**config.mk**
```make
export PLATFORM = sky130hd
export DESIGN_NAME = four_channel_counter_timer_core
export DESIGN_NICKNAME = d
export VERILOG_FILES = /design/src/fcct_pkg.sv /design/src/four_channel_counter_timer_core.sv /design/src/fcct_chan.sv
export VERILOG_INCLUDE_DIRS = /design/src /design/src/src
export SDC_FILE = /design/constraint.sdc
export NUM_CORES = 1
export LEC_CHECK = 0
export ABC_CLOCK_PERIOD_IN_PS = 8500
export BUFFER_PORTS_ARGS = -buffer_cell sky130_fd_sc_hd__buf_2
export CORE_ASPECT_RATIO = 1.25
export CORE_MARGIN = 4
export CORE_UTILIZATION = 25
export CTS_BUF_LIST = sky130_fd_sc_hd__clkbuf_8
export DETAILED_ROUTE_END_ITERATION = 8
export GPL_ROUTABILITY_DRIVEN = 0
export PLACE_DENSITY = 0.49
export SYNTH_ARGS = -nofsm -noshare
export SYNTH_HDL_FRONTEND = slang
export SYNTH_SLANG_ARGS = --single-unit
export TNS_END_PERCENT = 5
```
**constraint.sdc**
```tcl
create_clock -name clk_i -period 8.5 [get_ports clk_i]
set_clock_uncertainty 0.1 [all_clocks]
set_input_delay 1.7 -clock clk_i [delete_from_list [all_inputs] [get_ports clk_i]]
set_output_delay 1.7 -clock clk_i [all_outputs]
set_load 0.02 [all_outputs]
```
**src/assert_macros.svh**
```systemverilog
`ifndef ASSERT_MACROS_SVH
`define ASSERT_MACROS_SVH

// same-cycle implication
`define ASSERT_IMPLY(label, clk, rst_n, ante, cons) \
  label: assert property (@(posedge clk) disable iff (!rst_n) (ante) |-> (cons)) \
    else $error("assertion failed");

// next-cycle implication
`define ASSERT_NEXT(label, clk, rst_n, ante, cons) \
  label: assert property (@(posedge clk) disable iff (!rst_n) (ante) |=> (cons)) \
    else $error("assertion failed");

`endif

```
**src/fcct_pkg.sv**
```systemverilog
package fcct_pkg;

  localparam int unsigned NUM_CHANNELS_DEF = 4;
  localparam int unsigned MAX_TICKS_DEF    = 16;
  localparam int unsigned MaxChannels      = 4;

  localparam int unsigned MwControl = 0;
  localparam int unsigned MwReset   = 1;
  localparam int unsigned MwConst   = 2;
  localparam int unsigned MwTrigger = 3;
  localparam int unsigned MwPre256  = 5;
  localparam int unsigned MwCounter = 6;
  localparam int unsigned MwIrq     = 7;

  localparam logic [7:0] ModeResetVal = 8'h02;

  typedef enum logic [1:0] {
    OP_WRITE   = 2'd0,
    OP_READ    = 2'd1,
    OP_TRIGGER = 2'd2,
    OP_TICK    = 2'd3
  } op_e;

  typedef struct packed {
    logic       valid;
    logic       sel;
    op_e        op;
    logic [7:0] data;
    logic [4:0] ticks;
  } chan_cmd_t;

  typedef struct packed {
    logic [7:0] read_data;
    logic       zero;
    logic       irq;
    logic       loaded;
    logic       vec_ok;
  } chan_rsp_t;

  function automatic logic [17:0] reload_value(input logic [7:0] tc, input logic [7:0] mode);
    logic [8:0] base;
    begin
      base = (tc == 8'd0) ? 9'h100 : {1'b0, tc};
      if (mode[MwCounter]) begin
        reload_value = {9'd0, base};
      end else if (mode[MwPre256]) begin
        reload_value = {1'b0, base, 8'd0};
      end else begin
        reload_value = {5'd0, base, 4'd0};
      end
    end
  endfunction

endpackage

```
**src/four_channel_counter_timer_core.sv**
```systemverilog
// an input transaction is held in the input register, then in the output register, on its way to the master side
// throughput: one transaction per cycle while the master side accepts, tick transactions included
// all channels update in parallel from one registered pass per transaction
// reset: channels return to the reset mode word with zero constant and count,
// vector base cleared, both pipeline registers emptied
module four_channel_counter_timer_core #(
  parameter int unsigned NumChannels = fcct_pkg::NUM_CHANNELS_DEF,
  parameter int unsigned MaxTicks    = fcct_pkg::MAX_TICKS_DEF
) (
  input  logic        clk_i,
  input  logic        rst_ni,
  input  logic        s_axis_tvalid_i,
  output logic        s_axis_tready_o,
  input  logic [15:0] s_axis_tdata_i,  // data[7:0], ticks[12:8], zero
  input  logic [3:0]  s_axis_tuser_i,  // operation[1:0], channel[3:2]
  output logic        m_axis_tvalid_o,
  input  logic        m_axis_tready_i,
  output logic [23:0] m_axis_tdata_o   // read_data, zero_count_mask, irq_mask,
                                       // vector_base, channel_loaded, zero
);
  import fcct_pkg::*;

  `include "assert_macros.svh"

  logic       in_valid_q, in_valid_d;
  op_e        in_op_q;
  logic [1:0] in_ch_q;
  logic [7:0] in_data_q;
  logic [4:0] in_ticks_q;
  logic       in_accept;
  logic       advance;
  logic [4:0] ticks_sat;

  logic        out_valid_q, out_valid_d;
  logic [23:0] out_data_q;
  logic [4:0]  vec_q, vec_d;

  chan_cmd_t cmd   [NumChannels];
  chan_rsp_t rsp   [NumChannels];

  logic [7:0]             rd_all;
  logic [MaxChannels-1:0] zero_mask;
  logic [MaxChannels-1:0] irq_mask;
  logic                   loaded;

  assign advance         = in_valid_q && (!out_valid_q || m_axis_tready_i);
  assign s_axis_tready_o = !in_valid_q || advance;
  assign in_accept       = s_axis_tvalid_i && s_axis_tready_o;
  assign in_valid_d      = in_accept ? 1'b1 : (advance ? 1'b0 : in_valid_q);
  assign out_valid_d     = advance ? 1'b1 : (m_axis_tready_i ? 1'b0 : out_valid_q);

  assign ticks_sat = (in_ticks_q > 5'(MaxTicks)) ? 5'(MaxTicks) : in_ticks_q;

  for (genvar c = 0; c < NumChannels; c++) begin : g_chan
    always_comb begin
      cmd[c].valid = advance;
      cmd[c].sel   = (in_ch_q == 2'(c));
      cmd[c].op    = in_op_q;
      cmd[c].data  = in_data_q;
      cmd[c].ticks = ticks_sat;
    end

    fcct_chan u_chan (
      .clk_i  (clk_i),
      .rst_ni (rst_ni),
      .cmd_i  (cmd[c]),
      .rsp_o  (rsp[c])
    );
  end

  always_comb begin
    rd_all    = '0;
    zero_mask = '0;
    irq_mask  = '0;
    loaded    = 1'b0;
    for (int unsigned c = 0; c < NumChannels; c++) begin
      rd_all       = rd_all | rsp[c].read_data;
      zero_mask[c] = rsp[c].zero;
      irq_mask[c]  = rsp[c].irq;
      loaded       = loaded | rsp[c].loaded;
    end
  end

  assign vec_d = (advance && in_op_q == OP_WRITE && in_ch_q == 2'd0 && rsp[0].vec_ok)
                 ? in_data_q[7:3] : vec_q;

  always_ff @(posedge clk_i or negedge rst_ni) begin
    if (!rst_ni) begin
      in_valid_q  <= 1'b0;
      out_valid_q <= 1'b0;
      vec_q       <= '0;
    end else begin
      in_valid_q  <= in_valid_d;
      out_valid_q <= out_valid_d;
      vec_q       <= vec_d;
    end
  end

  always_ff @(posedge clk_i) begin
    if (in_accept) begin
      in_op_q    <= op_e'(s_axis_tuser_i[1:0]);
      in_ch_q    <= s_axis_tuser_i[3:2];
      in_data_q  <= s_axis_tdata_i[7:0];
      in_ticks_q <= s_axis_tdata_i[12:8];
    end
    if (advance) begin
      out_data_q <= {2'b00, loaded, vec_d, irq_mask, zero_mask, rd_all};
    end
  end

  assign m_axis_tvalid_o = out_valid_q;
  assign m_axis_tdata_o  = out_data_q;

  `ASSERT_NEXT(a_advance_fills_out, clk_i, rst_ni, advance, out_valid_q)
  `ASSERT_NEXT(a_stall_keeps_input, clk_i, rst_ni,
               in_valid_q && out_valid_q && !m_axis_tready_i, in_valid_q)
  `ASSERT_IMPLY(a_loaded_no_zero, clk_i, rst_ni,
                out_valid_q && out_data_q[21], out_data_q[15:8] == 8'd0)

endmodule

```
**src/fcct_chan.sv**
```systemverilog
module fcct_chan (
  input  logic                 clk_i,
  input  logic                 rst_ni,
  input  fcct_pkg::chan_cmd_t  cmd_i,
  output fcct_pkg::chan_rsp_t  rsp_o
);
  import fcct_pkg::*;

  `include "assert_macros.svh"

  logic [7:0]  mode_q, mode_d;
  logic [7:0]  tc_q, tc_d;
  logic [17:0] dc_q, dc_d;
  logic        wt_q, wt_d;

  logic        running;
  logic [17:0] reload_cur;
  logic [17:0] reload_new;
  logic [17:0] dec;
  logic signed [19:0] v0, v1, v2, rl;
  logic        fire1, fire2;
  logic        tmr_run;

  assign running    = !mode_q[MwReset] && !mode_q[MwConst];
  assign reload_cur = reload_value(tc_q, mode_q);
  assign reload_new = reload_value(cmd_i.data, mode_q);
  assign dec        = dc_q - 18'd1;
  assign tmr_run    = running && !mode_q[MwCounter] && !wt_q;

  // timer advance: at most two zero crossings per tick transaction
  assign rl    = signed'({2'b00, reload_cur});
  assign v0    = signed'({2'b00, dc_q}) - signed'({15'd0, cmd_i.ticks});
  assign fire1 = (v0 <= 20'sd0);
  assign v1    = fire1 ? (v0 + rl) : v0;
  assign fire2 = fire1 && (v1 <= 20'sd0);
  assign v2    = fire2 ? (v1 + rl) : v1;

  always_comb begin
    mode_d = mode_q;
    tc_d   = tc_q;
    dc_d   = dc_q;
    wt_d   = wt_q;
    rsp_o  = '0;
    rsp_o.vec_ok = !mode_q[MwConst] && !cmd_i.data[MwControl];
    if (cmd_i.valid) begin
      unique case (cmd_i.op)
        OP_WRITE: begin
          if (cmd_i.sel) begin
            if (mode_q[MwConst]) begin
              tc_d = cmd_i.data;
              dc_d = reload_new;
              mode_d[MwConst] = 1'b0;
              mode_d[MwReset] = 1'b0;
              if (!mode_q[MwCounter]) begin
                wt_d = mode_q[MwTrigger];
              end
              rsp_o.loaded = 1'b1;
            end else if (cmd_i.data[MwControl]) begin
              mode_d = cmd_i.data;
              rsp_o.loaded = !cmd_i.data[MwConst];
            end
          end
        end
        OP_READ: begin
          if (cmd_i.sel) begin
            if (mode_q[MwCounter]) begin
              rsp_o.read_data = dc_q[7:0];
            end else if (mode_q[MwPre256]) begin
              rsp_o.read_data = dc_q[15:8];
            end else begin
              rsp_o.read_data = dc_q[11:4];
            end
          end
        end
        OP_TRIGGER: begin
          if (cmd_i.sel && running) begin
            if (mode_q[MwCounter]) begin
              if (dec == 18'd0) begin
                rsp_o.zero = 1'b1;
                rsp_o.irq  = mode_q[MwIrq];
                dc_d       = reload_cur;
              end else begin
                dc_d = dec;
              end
            end
            wt_d = 1'b0;
          end
        end
        OP_TICK: begin
          if (tmr_run) begin
            rsp_o.zero = fire1;
            rsp_o.irq  = fire1 && mode_q[MwIrq];
            dc_d       = v2[17:0];
          end
        end
        default: ;
      endcase
    end
  end

  always_ff @(posedge clk_i or negedge rst_ni) begin
    if (!rst_ni) begin
      mode_q <= ModeResetVal;
      tc_q   <= '0;
      dc_q   <= '0;
      wt_q   <= 1'b0;
    end else begin
      mode_q <= mode_d;
      tc_q   <= tc_d;
      dc_q   <= dc_d;
      wt_q   <= wt_d;
    end
  end

  `ASSERT_IMPLY(a_irq_needs_zero, clk_i, rst_ni, rsp_o.irq, rsp_o.zero)
  `ASSERT_IMPLY(a_zero_source, clk_i, rst_ni, rsp_o.zero,
                cmd_i.valid && (cmd_i.op == OP_TRIGGER || cmd_i.op == OP_TICK))
  `ASSERT_NEXT(a_const_clears_mode, clk_i, rst_ni,
               cmd_i.valid && cmd_i.sel && cmd_i.op == OP_WRITE && mode_q[MwConst],
               !mode_q[MwConst] && !mode_q[MwReset] && dc_q != 18'd0)

endmodule
```
==> After elaboration in Yosys (flattened, before gate mapping) <==
Cells that the tools add are included.
{ "word_totals": {"reg_bits": 186, "wordCells": 337, "out_inout_bits": 26} }
{ "op_classes": {"n_bitwise": 10, "n_eq_ne": 30, "addsub": 16, "muxes": 144, "order_cmp": 9, "n_reduce_logical": 95} }
{ "op_table": {"columns": ["op", "count"], "rows": [
  ["$mux W18", 28],
  ["$mux W17", 16],
  ["$pmux W18 S3", 4],
  ["$le A20 B1 Y1 const B", 8],
  ["$mux W8", 16],
  ["$add A20 B18 Y20", 4],
  ["$mux W20", 4],
  ["$sub A18 B5 Y19", 4],
  ["$add A18 B18 Y18", 4],
  ["$logic_not A18 Y1", 4],
  ["$sub A18 B1 Y18 const B", 4],
  ["$mux W9", 5],
  ["$mux W11", 4],
  ["$logic_not A8 Y1", 5],
  ["$mux W2", 20],
  ["$ne A2 B1 Y1 const B", 20],
  ["$mux W1", 33],
  ["$reduce_and A4 Y1", 8],
  ["$logic_and A1 B1 Y1", 30],
  ["$reduce_and A7 Y1", 4],
  ["$or A8 B8 Y8", 3],
  ["$reduce_and A6 Y1", 4],
  ["$logic_not A1 Y1", 20],
  ["$reduce_and A5 Y1", 4],
  ["15 further kinds", 48]
]} }

==> Depth between registers and ports, before layout <==
Gate-level depths: netlist (run 1).
{ "depth": {"word_depth": 11, "mapped_depth": 30, "ltp_nobuf": 28} }

==> Modules after synthesis <==
Synthesis (run 1) repeated with hierarchy kept, for this count alone.
{ "unflattened": {"hier_cells": 3280, "hier_area_um2": 24895.1} }
{ "modules_own_cells": {"columns": ["module", "instances", "area_per_inst_um2", "cells_per_inst", "seq_area_each_um2"], "rows": [
  ["fcct_chan at g_chan[0].u_chan ...", 2, 5886.9, 795, 827.0],
  ["fcct_chan at g_chan[3].u_chan", 1, 5979.5, 844, 827.0],
  ["fcct_chan at g_chan[2].u_chan", 1, 5535.3, 766, 827.0],
  ["four_channel_counter_timer_core", 1, 1606.5, 80, 1346.3]
]} }

==> Least setup slack after synthesis (run 1) <==
No wires, ideal clock.
{ "synth_timing": {"path_type": "register to register", "startpoint": "reg in_ticks_q[4]", "endpoint": "reg g_chan[0].u_chan.dc_q[16]", "required_time_ps": 8259, "n_path_buf": 2, "setup_time_ps": 141, "arrival_time_ps": 6034, "path_slack_ps": 2225, "path_stages_with_launch": 28, "period_less_slack_ps": 6275, "path_cell_list": "edfxtp_1 -> nor2b_1 -> ha_1 -> fa_1 -> nor2b_1 -> o31a_1 -> nor4_1 -> xnor2_1 -> inv_1 -> or4b_1 -> o31ai_1 -> buf_2 -> buf_1 -> o21ai_0 -> ha_1 -> fa_1 -> a21o_1 -> a21o_1 -> a21o_1 -> a21oi_1 -> o21a_1 -> o211ai_1 -> a21oi_1 -> o21a_1 -> mux2i_1 -> a211o_1 -> nand3_1 -> a31oi_1"} }
{ "synth_via": {"elab_chain_cells": 10, "word_cells_on_any_way": 12, "classes_between": "3 x add/sub; 3 x order compare; 5 x mux; 1 x reduce/logical"} }
{ "synth_lines": {"columns": ["item", "line", "rtl"], "rows": [
  ["start: declaration", "four_channel_counter_timer_core.sv:29", "logic [4:0] in_ticks_q;"],
  ["start signal: assignment", "four_channel_counter_timer_core.sv:104", "in_ticks_q <= s_axis_tdata_i[12:8];"],
  ["$gt A5 B5 Y1", "four_channel_counter_timer_core.sv:52", "assign ticks_sat = (in_ticks_q > 5'(MaxTicks)) ? 5'(MaxTicks) : in_ticks_q;"],
  ["$mux W5 (*)", "four_channel_counter_timer_core.sv:52", null],
  ["$sub A18 B5 Y19 (*)", "fcct_chan.sv:32", "assign v0 = signed'({2'b00, dc_q}) - signed'({15'd0, cmd_i.ticks});"],
  ["$add A20 B18 Y20 / $le A20 B1 Y1 (equally long branches)", "fcct_chan.sv:34, fcct_chan.sv:33", null],
  ["$mux W20", "fcct_chan.sv:34", "assign v1 = fire1 ? (v0 + rl) : v0;"],
  ["$le A20 B1 Y1", "fcct_chan.sv:35", "assign fire2 = fire1 && (v1 <= 20'sd0);"],
  ["$logic_and A1 B1 Y1", "fcct_chan.sv:35", null],
  ["$mux W18 (*)", "fcct_chan.sv:36", "assign v2 = fire2 ? (v1 + rl) : v1;"],
  ["$mux W18 (*)", "fcct_chan.sv:90", "if (tmr_run) begin"],
  ["$pmux W18 S3 (*)", "fcct_chan.sv:46", "unique case (cmd_i.op)"],
  ["end signal: assignment", "fcct_chan.sv:105", "dc_q <= '0;"],
  ["end signal: assignment", "fcct_chan.sv:110", "dc_q <= dc_d;"],
  ["end: declaration", "fcct_chan.sv:13", "logic [17:0] dc_q, dc_d;"]
]} }
Mark *: on every way between the ends. The rest lies on a longest branch, timed or not. The select of a mux whose other input is x is not followed.
A chain may end at the register's enable or synchronous reset.

==> Worst setup path in the final report (run 1) <==
{ "layout_timing": {"startpoint": "reg in_ticks_q[4]", "endpoint": "reg g_chan[2].u_chan.dc_q[16]"} }
{ "layout_via": {"elab_chain_cells": 10, "word_cells_on_any_way": 12, "classes_between": "3 x add/sub; 3 x order compare; 5 x mux; 1 x reduce/logical"} }
{ "layout_lines": {"columns": ["item", "line"], "rows": [
  ["$gt A5 B5 Y1", "four_channel_counter_timer_core.sv:52"],
  ["$mux W5 (*)", "four_channel_counter_timer_core.sv:52"],
  ["$sub A18 B5 Y19 (*)", "fcct_chan.sv:32"],
  ["$add A20 B18 Y20 / $le A20 B1 Y1 (equally long branches)", "fcct_chan.sv:34, fcct_chan.sv:33"],
  ["$mux W20", "fcct_chan.sv:34"],
  ["$le A20 B1 Y1", "fcct_chan.sv:35"],
  ["$logic_and A1 B1 Y1", "fcct_chan.sv:35"],
  ["$mux W18 (*)", "fcct_chan.sv:36"],
  ["$mux W18 (*)", "fcct_chan.sv:90"],
  ["$pmux W18 S3 (*)", "fcct_chan.sv:46"],
  ["end signal: assignment", "fcct_chan.sv:105"],
  ["end signal: assignment", "fcct_chan.sv:110"],
  ["end: declaration", "fcct_chan.sv:13"]
]} }
Marked as above.

==> run summary, run 1 <==
The die area came out at 0.0960 mm^2. Kind of launch point of the worst setup path: a register. After clock tree synthesis, the clock-pin slew on the worst setup and hold paths is 110 ps. The largest individual stage delay along the critical path comes from the cell a221oi_1. The tightest hold path in the finished design has a slack of 410 ps. Dividing the detail-routed via count by the number of cells gives 5.48.

The first TritonRoute pass finished after 8 iterations. After detailed routing, the total wire length is 86,400 um. The post-route antenna net violation count was 0; the post-synthesis instance area was 0.0228 mm^2. The die width is 278 um.

The share of synthesized flip-flops with an asynchronous set or reset came out at 78.1%. The worst path in the final design needs a cycle of 7380 ps, including I/O delays and setup. The H-tree generated during clock tree synthesis spans 4 levels. The die outline height was 345 um. The number of distinct library cells after synthesis was 110; the overall power after layout was 7.30 mW. Root buffer selected by CTS: clkbuf_8. The initial utilization of the core area, before any placement, comes to 25.3%. For this run, design rule violations remaining after detail routing come to 0. In this run, post-CTS repair resized a total of 0 instances. The logs give 20.4% for the part of the Yosys area used for sequential elements and 1110 ps for the worst slack at placement.

The total overflow left after global routing is 0. In the global route stage, overall resource usage came out at 17.3%. The multi-input combinational cells in the finished layout cover a total of 0.0170 mm^2. Max-cap violations in this run came to 0.

A synthesized cell averages 7.73 um^2. Setup violations remaining at the end of the flow were counted as 0. The footprint of the flip-flops and latches was 0.00465 mm^2.

Summed over all cells, the static leakage comes to 9.93 nW. Final core utilization: 27.3%. VDD sags by at most 0.000111 V.

STA classifies the critical path endpoint as a register. For the number of global-route vias before repair, the log shows 21,664. For the pin with the worst max-slew slack, the measured transition is 1110 ps.

The tools report the detailed placer's ending HPWL as 66,600 um. The finished cells cover 0.0247 mm^2. In this run the tightest slew margin relative to its limit is 25.8%.

The total of fill cells in the finished design was 9,953. Summed over all failing endpoints, the final setup total negative slack is 0 ps. The worst path uses 86.8% of the clock period.

The total count of max-transition violations in the final report is 0. TritonCTS built the clock tree. The hold violation total from the final report was 0; the power density relative to cell area was 296 mW/mm^2. The flow ran to the end, and the final reports show no timing, DRC or antenna violations. In this run the count of I/O pins placed on the die edge is 50.

The family with the most delay on the worst path was compound AO/OA/AOI/OAI gates. The number of synthesized flops with an enable pin is 39. The highest net fanout along the worst path is 6. The number of setup buffers added after CTS is 0.

After synthesis the netlist holds a flip-flop and latch count of 178. The number of design-rule violations left by the first detailed-router iteration came out at 1,969. Relative to the synthesized area, the layout overhead comes to 8.25%.

Input and output buffers added on the ports amount to 44. Top flip-flop cell by instance count after synthesis: dfrtp_1. The number of placed instances, taps included, is 4,057. The cell that appears most often on the critical path is a21oi_1. Dividing the detail-routed wire length by the instance count gives 21.1 um. The critical path contains buffers and inverters numbering 4 combined. The largest single stage delay on the critical path is 520 ps. The path category of the worst min-delay check is reg -> reg. The worst path meets setup with 1120 ps of slack. The logs give 136 MHz for the upper clock frequency limit and 2 for the deepest clock path buffer count. The tools report the clock latency reported for the late side of the worst-skew pair as 560 ps. In this run, CTS created clock tree buffers numbering 17. The global-route wire length before repair came out at 132,000 um. Entering global routing, the biggest net connects 67 pins. After clock tree synthesis, the flow added hold-fix buffers numbering 0. The start-to-end type of the worst setup path is reg -> reg.

The TritonCTS sink count came out at 178. The count of vias placed by the detailed router was 22,443; the number of nets in the layout was 3,093. For the warning count from the yosys run, the log shows 0.

Counting every instance in the synthesized netlist gives 2,948. The data arrival time of the worst path was 7700 ps. Summing all placed instances gives a cell area of 0.0242 mm^2.

Setup repair after global routing left no endpoint under its margin. The total area inside the core boundary comes to 0.0902 mm^2. The row count is 123. The number of cells in the finished layout apart from fillers is 4,092, and the layout cell share with drive strength beyond 1 is 9.30%. The run gives 2 as the number of antenna violations at the first check in global routing. The required time at the endpoint of the critical path came out at 8820 ps.
-- synth_stat cells (23+ instances only) --
library cell / instances / area [um^2]
nor3_1: 104 / 521
edfxtp_1: 39 / 1170
a21oi_1: 261 / 1310
mux2_2: 65 / 732
a211oi_1: 45 / 338
and2_1: 56 / 350
o221ai_1: 31 / 272
o21a_1: 25 / 188
xnor2_1: 113 / 990
xor2_1: 79 / 692
inv_1: 111 / 417
dfrtp_1: 135 / 3380
nor4_1: 57 / 357
nor2b_1: 40 / 250
ha_1: 168 / 2100
nand2_1: 210 / 788
a31oi_1: 26 / 163
or2_2: 23 / 144
a21o_1: 54 / 405
mux2i_1: 98 / 981
nand2b_1: 40 / 250
nand3_1: 79 / 395
o211ai_1: 24 / 180
nor2_1: 301 / 1130
nand4_1: 23 / 144
o21ai_0: 150 / 751
clkbuf_1: 138 / 518
or3_1: 31 / 194
-- sequential cells by signal, summed over array words and instances (netlist names) --
register / cells
m_axis_tvalid_o: 1
in_ch_q: 2
g_chan.u_chan.mode_q: 24
vec_q: 5
in_valid_q: 1
g_chan.u_chan.wt_q: 4
g_chan.u_chan.dc_q: 72
m_axis_tdata_o: 22
in_ticks_q: 5
in_op_q: 2
g_chan.u_chan.tc_q: 32
in_data_q: 8
-- cells in the final DEF (no fill, tap or decap), types with 22 or more instances in the layout --
master	netlist	final
nor4_1	57	56
and2_1	56	56
nand3_1	79	79
mux2_2	65	65
a21oi_1	261	261
o21ai_0	150	150
xnor2_1	113	113
o211ai_1	24	24
and3_1	22	22
a221oi_1	22	22
ha_1	168	168
a31oi_1	26	26
xor2_1	79	79
nor3_1	104	102
dfrtp_1	135	135
buf_2	11	43
nand2_1	210	210
edfxtp_1	39	39
mux2i_1	98	98
nor2b_1	40	40
o221ai_1	31	31
inv_1	111	111
a21o_1	54	54
nor2_1	301	300
buf_4	4	52
or3_1	31	31
nand2b_1	40	39
o21a_1	25	25
or2_2	23	23
a211oi_1	45	45
nand4_1	23	23
-- metal layers --
metal / share of wire (%) / track usage [%] / wire (um) / vias up
met5: 0 / 0 / 0 / -
met1: 42 / 21.4 / 36600 / 10850
met4: 4.0 / 6.86 / 3500 / 0
met3: 3.7 / 1.61 / 3170 / 160
li1: - / - / - / 10837
met2: 50 / 31.0 / 43100 / 596
-- final timing paths --
path / depth (start not counted) / start / to / slack [ps]
hold reg to reg: 1 / in_valid_q / m_axis_tvalid_o / 410
setup / recovery: 29 / in_ticks_q[4] / g_chan[2].u_chan.dc_q[16] / 1120
min in group asynchronous: 1 / rst_ni / g_chan[3].u_chan.dc_q[7] / 1070
setup reg to reg: 29 / in_ticks_q[4] / g_chan[2].u_chan.dc_q[16] / 1120
hold / removal: 1 / in_valid_q / m_axis_tvalid_o / 410
max in group asynchronous: 3 / rst_ni / g_chan[1].u_chan.dc_q[9] / 5580
-- logic make-up (layout without fill, tap and decap cells) --
| family | Yosys count | count (layout) | synth area share (%) |
|---|---|---|---|
| multiplexers | 163 | 163 | 7.52 |
| other | 1 | 5 | 0.0165 |
| AO/OA/AOI/OAI | 867 | 867 | 25.3 |
| AND/OR/NAND/NOR | 1077 | 1077 | 23.9 |
| adder cells (fa/ha/maj) | 181 | 181 | 10.3 |
| XOR/XNOR | 193 | 193 | 7.45 |
| flip-flops | 178 | 178 | 20.4 |
| buffers and inverters | 288 | 241 | 5.02 |
-- report_power, final --
group	internal, mW	switching (mW)	total (mW)	leakage [nW]
Clock	0.233	0.449	0.683	0.216
Sequential	1.08	0.545	1.62	2.11
Combinational	2.00	3.00	5.00	7.60
Total	3.31	3.99	7.30	9.93
-- layout make-up --
cell class,count,area share (%)
sequential,178,18.9
tap,1187,6.02
antenna,3,0.0304
inverter,112,1.70
clock inverter,15,0.807
clock buffer,17,0.949
timing repair buffer,97,2.58
multi-input combinational,2483,69.0
No activity file was read; power rests on OpenSTA's default activity.
==> run 2: changes to the inputs <==
--- a/config.mk
+++ b/config.mk
@@ -15,3 +15,2 @@
 export DETAILED_ROUTE_END_ITERATION = 8
-export GPL_ROUTABILITY_DRIVEN = 0
 export PLACE_DENSITY = 0.49
==> constraint.sdc (replaced) <==
create_clock -name clk_i -period 8.5 [get_ports clk_i]
set_clock_uncertainty 0.1 [all_clocks]
set_input_delay 0 -clock clk_i [delete_from_list [all_inputs] [get_ports clk_i]]
set_output_delay 0 -clock clk_i [all_outputs]
set_load 0.02 [all_outputs]
==> run 2 against run 1 <==
- the run now ends with design-rule violations left
- cell area is 0.87% higher
- sequential cell count stayed put
- count of clock-buffer cells in the layout stayed put
- non-clock buffer count is 25 higher
==> run summary, run 2 (synthesis results as in run 1) <==
The number of H-tree levels was 4; the starting density of the core was 25.3%. Ranked by flip-flop count, first place goes to g_chan.u_chan.dc_q. Max-cap violations in this run came to 0. The detailed placer's ending HPWL is 66,400 um, and the total global-route track usage is 17.3%. The clock passes through at most 2 buffers. After clock tree synthesis, the repair step resized 0 gates.

The TritonCTS sink count came out at 178. The critical path endpoint category is a register. The clock transition at the register clock pins on the worst setup and hold paths after CTS was 110 ps.

In this run the worst setup path terminates at g_chan[0].u_chan.dc_q[17]. Setup repair after global routing left no endpoint under its margin. The root buffer selected by CTS was clkbuf_8. The total overflow left after global routing is 0. Based on the critical path, the design can be clocked at up to 131 MHz.

The placer congestion estimate is 0.874. Die width: 278 um. In this run the tool buffered the top-level ports with 44 buffer cells. In this run the standard cell core region covers 0.0902 mm^2. In this run the power density over the cells is 293 mW/mm^2. Setup violations remaining at the end of the flow were counted as 0. In the routed layout, each cell is associated on average with a via count of 5.44.

The flip-flop count of the largest register after layout works out to 72. In the routed design, unresolved DRC markers number 4. Endpoint of the most critical register-to-register path: g_chan[0].u_chan.dc_q[17]. The total of fill cells in the finished design was 9,972. The die outline height was 345 um.

The worst reg-to-reg path cell count was 23; the highest net fanout along the worst path was 12. The largest net degree at the start of global routing is 62. Leaving out fill and tap cells, the most frequent cell in the layout is nor2_1. In this run the remaining antenna-violating nets after routing total 0. The slew at the pin closest to its max-slew limit works out to 1090 ps. The shortest clock period the worst path allows after layout came out at 7610 ps.

The logs give 4,059 for the placed cell count and 540 ps for the clock latency reported for the late side of the worst-skew pair. The global-route wire length before repair was 132,000 um. Cells with a size suffix above 1 make up 9.29% of the layout. The hold violation total from the final report was 0; the number of global-route vias before repair was 21,949. The first detailed-routing pass took 8 iterations. The final total negative setup slack came out at 0 ps.

The die area came out at 0.0960 mm^2. The path category of the worst min-delay check was in -> reg. The leakage power of the design was 10.0 nW.

In the layout the commonest cells are nor2_1 (300), a21oi_1 (261), nand2_1 (210), ha_1 (168), o21ai_0 (150). In the final design database the tool counted 3,118 nets. Summing over every cut layer, the via total after detailed routing is 22,387. The area growth from synthesis to layout is 9.19%. The logs give 0 for the total count of max-transition violations in the final report and 0 for the buffer count from post-CTS setup fixing.

IR analysis of the VDD net gives a maximum drop of 0.000118 V. In this run the critical register-to-register path is launched from in_ticks_q[4]. The routed design has 86,100 um of wire.

After the first detailed-routing iteration, the DRC count stood at 1,686. For this design the top-level I/O count stands at 50. The setup path with the least slack is of type reg -> reg.

STA puts the critical path data arrival time at 7950 ps. TritonCTS built the clock tree. Hold is met by 71.4 ps.

After layout, the worst setup slack is 886 ps. Tracing the worst setup path back leads to its startpoint at in_ticks_q[4]. STA classifies the critical path startpoint as a register.

The finished layout holds 4,116 standard cells, fillers aside. Row generation in the floorplan step produced 123 rows. The tools report the post-cts hold buffer count as 23.

The run finished, with violations left. The number of buffers added by the clock tree synthesis step came out at 17. After layout, the worst path uses 89.6% of the clock period. The largest registers in the layout are g_chan.u_chan.dc_q: 72 flops, g_chan.u_chan.tc_q: 32 flops, g_chan.u_chan.mode_q: 24 flops. The footprint of the flip-flops and latches is 0.00465 mm^2. At the worst endpoint, the required time is 8840 ps. The setup check on the worst reg-to-reg path leaves a slack of 890 ps. The number of antenna violations at the first check in global routing was 1. The final reports fail on design-rule violations. The worst slack at placement was 1140 ps; the worst slew margin relative to its limit was 27.5%. The multi-input gate area in the final layout is 0.0170 mm^2. The routed wirelength normalized by instance count is 20.9 um.
==> run 2: cell count changes in the layout (fill, tap and decap cells not counted), moves of 2 or more <==
cell | before | now
dlygate4sd3_1 | 0 | 22
clkinv_4 | 0 | 2
inv_12 | 2 | 0
buf_4 | 52 | 55
clkinv_8 | 6 | 3
==> run 2: worst min path at each step <==
stage / from / to / slack, ps / cells after the start
final: s_axis_tdata_i[10] / in_ticks_q[2] / 70 / 2
after CTS: s_axis_tdata_i[6] / in_data_q[6] / 30 / 2
after detailed placement: rst_ni / m_axis_tvalid_o / -160 / 1
after floorplan: rst_ni / g_chan[0].u_chan.dc_q[0] / -400 / 0
after global routing: s_axis_tdata_i[10] / in_ticks_q[2] / 70 / 2
after global placement: rst_ni / in_valid_q / -150 / 1
==> run 2: cell type report <==
cell class / count / area share [%]
Multi-Input combinational cell: 2483 / 68.4
Antenna cell: 2 / 0.0201
Inverter: 112 / 1.69
Tap cell: 1187 / 5.97
Sequential cell: 178 / 18.7
Timing Repair Buffer: 122 / 3.54
Clock buffer: 17 / 0.941
Clock inverter: 15 / 0.694
==> run 2: where the power goes <==
| part | leakage (nW) | switching, mW | internal (mW) |
|---|---|---|---|
| registers | 2.11 | 0.540 | 1.08 |
| logic | 7.70 | 3.02 | 2.01 |
| clock network | 0.203 | 0.400 | 0.246 |
==> run 2: per-stage QoR <==
stage / util [%] / power, mW / instance area (um^2)
after floorplan: - / 5.30 / 22800
after CTS: 27.6 / 7.27 / 24900
after global routing: 27.6 / 7.93 / 24900
after global placement: 26.9 / 6.56 / 24200
after detailed placement: 26.9 / 6.58 / 24200
final: 27.6 / 7.29 / 24900
==> run 2: routing by layer <==
layer | up-vias | track usage [%] | routed length [um]
li1 | 10862 | - | -
met1 | 10730 | 21.5 | 36800
met2 | 618 | 30.2 | 41500
met3 | 177 | 1.55 | 3590
met4 | 0 | 8.09 | 4250
met5 | - | 0 | 0
==> run 2: critical path, stage by stage, from the launching register on <==
cell and delay [ps]:
edfxtp_1 400, inv_1 240, nand2_1 460, ha_1 430, a2111o_1 490, nand2b_1 240, a311oi_1 360, xor2_1 170
or4b_1 610, o31ai_4 320, buf_4 280, mux2i_1 290, ha_1 310, a21oi_1 220, o21ai_0 180, o41ai_1 630
o2111ai_1 250, a21o_1 270, nand3_1 110, nand2_1 100, a311o_1 400, o31ai_1 340, nor3_1 90, o31ai_1 230
==> run 3: changes to the inputs <==
--- a/config.mk
+++ b/config.mk
@@ -15,3 +15,4 @@
 export DETAILED_ROUTE_END_ITERATION = 8
-export PLACE_DENSITY = 0.49
+export PLACE_DENSITY = 0.36
+export RECOVER_POWER = 25
 export SYNTH_ARGS = -nofsm -noshare
==> constraint.sdc (replaced) <==
create_clock -name clk_i -period 8.5 [get_ports clk_i]
set_clock_uncertainty 0.1 [all_clocks]
set_input_delay 0.85 -clock clk_i [delete_from_list [all_inputs] [get_ports clk_i]]
set_output_delay 0.85 -clock clk_i [all_outputs]
set_load 0.02 [all_outputs]
==> run 3 against run 2 <==
- the run ends with max-capacitance violations, max-slew violations left
- clock power grew 7.6%
- critical path depth grew 4
- wire length grew 13%
- via count grew 1.6%
- largest cell class unchanged
- setup slack gained 180 ps
- worst hold slack gained 250 ps
- count of clock-buffer cells in the layout is the same
- sequential cell count is the same
- non-clock buffer count shrank 20
- cell area shrank 0.88%
==> run summary, run 3 (synthesis results as in run 1) <==
The worst path uses 87.4% of the clock period. The flow ran to the end, but the final reports show violations. Start-to-end type of the worst setup path: reg -> reg.

For this design, the CTS-stage hold fixing added 0 buffers. Die width: 278 um. In this run the remaining antenna-violating nets after routing total 0. The die outline height came out at 345 um. The library cells used most frequently in the layout, excluding fill and tap cells, are nor2_1 (300), a21oi_1 (261), nand2_1 (210), ha_1 (168), o21ai_0 (150). The post-route netlist has 9.32% of its cells at a drive strength greater than 1. The final wirelength came out at 97,000 um.

The tools report the count of vias placed by the detailed router as 22,750. The slew at the pin closest to its max-slew limit is 4840 ps. Buffers placed on the I/O ports in this run total 44. The placer congestion estimate was 0.910.

In the final timing run, aggregate negative setup slack is 0 ps. The overall power after layout is 7.49 mW. The worst hold slack after final layout came out at 318 ps.

The run gives 3330 um as the met3 wirelength from detailed routing. The met1 layer wirelength in the final routing came out at 41,600 um. The layout has 9,936 filler cells. Entering global routing, the biggest net connects 73 pins.

The path category of the worst min-delay check is in -> reg. Slowest cell on the critical path: a221oi_1. TritonCTS built the clock tree.

The global-route wire length before repair came out at 145,000 um. Beginning of the worst hold path: s_axis_tdata_i[3]. Summed over all layers, the global routing overflow is 0. After detailed placement, the design holds a cell count of 4,062.

The final reports fail on max-capacitance violations, max-slew violations. For this run, design rule violations remaining after detail routing come to 0. For the count of maximum capacitance violations, the log shows 2.

The tools report the row count as 123. The starting density of the core came out at 25.3%. STA puts the critical path data required time at 8870 ps. The tools report the number of global-route vias before repair as 22,639. In this run the clock root is driven by a clkbuf_8. The register with the most flip-flops in the final layout is g_chan.u_chan.dc_q. The maximum cell stage delay along the critical path was 610 ps; the power density relative to cell area was 304 mW/mm^2. After clock tree synthesis, the clock-pin slew on the worst setup and hold paths is 120 ps. The H-tree was split into 4 levels. Number of nets in the layout: 3,098. The tools report the total count of max-transition violations in the final report as 100. The total length of routed met2 wires came out at 48,400 um.

The worst path in the final design needs a cycle of 7430 ps, including I/O delays and setup. The tools report the kind of launch point of the worst setup path as a register. Reg-to-reg startpoint: in_ticks_q[4].

Multi-input gate area in the final layout: 0.0170 mm^2. Setup repair after global routing left no endpoint under its margin. The detailed placer's ending HPWL was 74,900 um; the number of buffers added by the clock tree synthesis step was 17. STA classifies the critical path endpoint as a register. Summed over all cells, the static leakage comes to 9.92 nW.

The first TritonRoute pass finished after 5 iterations. The flip-flop count of the largest register after layout is 72. The region available for standard cell placement spans 0.0902 mm^2. In the routed layout, each cell is associated on average with a via count of 5.55. The run gives 1,691 as the number of design-rule violations left by the first detailed-router iteration. The tools report the total setup violations reported at the end of the flow as 0. The most common cell type on the critical path was a21oi_1. The finished layout holds 4,096 standard cells, fillers aside. The data arrival time of the worst path is 7800 ps. The tools report the number of top-level pins as 50. At the later pin of the worst-skew pair, clock insertion delay measures 610 ps.

The maximum VDD drop is 0.0000972 V. Global routing used 19.5% of the available tracks. In this run the top signal layer used is met4. Compared with the post-synthesis result, the final layout area differs by 8.23%. The most critical setup path has its startpoint at in_ticks_q[4]. For the number of antenna violations at the first check in global routing, the log shows 2. Summing all flip-flop and latch instances after layout gives 0.00466 mm^2. The largest registers in the layout are g_chan.u_chan.dc_q: 72 flops, g_chan.u_chan.tc_q: 32 flops, g_chan.u_chan.mode_q: 24 flops.

The highest net fanout along the worst path is 6. Upper clock frequency limit: 135 MHz. The worst slew margin relative to its limit is -223%. The number of resized instances in the post-cts repair step was 0; the routed wirelength normalized by instance count was 23.7 um. For this design, the sink count on the clock tree is 178. Leaving out fill and tap cells, the most frequent cell in the layout is nor2_1.

Hold violation total from the final report: 0. Once the clock tree was built, the setup fixing pass inserted 0 buffers. The logs give 0.0960 mm^2 for the die area and 2 for the deepest clock path buffer count.
## run 3: cell count changes in the layout (fill, tap and decap cells not counted), sizes merged
cell / before / now
inv: 117 / 119
clkinv: 8 / 6
buf: 100 / 96
clkbuf: 17 / 23
dlygate4sd3: 22 / 0
## run 3: cell type report
cell class	count	area share (%)
multi-input combinational	2483	69.1
sequential	178	18.9
tap	1187	6.02
timing repair buffer	102	2.61
inverter	112	1.71
clock buffer	17	0.949
clock inverter	15	0.746
antenna	2	0.0203
## run 3: worst paths after layout
check	endpoint	slack, ps	cells past startpoint
min in group asynchronous	g_chan[3].u_chan.dc_q[14]	1900	1
worst min register to register	g_chan[2].u_chan.mode_q[1]	410	2
worst max register to register	g_chan[2].u_chan.dc_q[16]	1070	27
max in group asynchronous	g_chan[1].u_chan.tc_q[7]	3510	2
worst min-delay path	in_data_q[3]	320	1
worst max-delay path	g_chan[2].u_chan.dc_q[16]	1070	27
## run 3: critical path: cells and delay by family, from the launching register on
family                     cells  cell delay, ps
AOI/OAI and AO/OA             14            3370
xor gates and xnor gates       1             230
adders and majority gates      3            1200
buffers and inverters          2             350
DFF                            1             410
and+or+nand+nor                7            1610
## run 3: stage by stage
step,setup WS (ps),area (um^2),utilization [%]
finish,1070,24700,27.3
global route,408,24700,27.3
CTS,1050,24700,27.4
detailed placement,1120,24200,26.9
global placement,1070,24200,26.9
floorplan,2230,22800,-
## run 3: power by group
group / switching [mW] / total (mW) / internal, mW
registers: 0.559 / 1.64 / 1.08
logic: 3.15 / 5.16 / 2.01
clock network: 0.444 / 0.696 / 0.252
## run 3: metal layers
metal | global-route usage (%) | vias to the layer above
met4 | 7.39 | 0
met2 | 34.8 | 578
li1 | - | 10830
met3 | 2.07 | 143
met5 | 0 | -
met1 | 24.2 | 11199
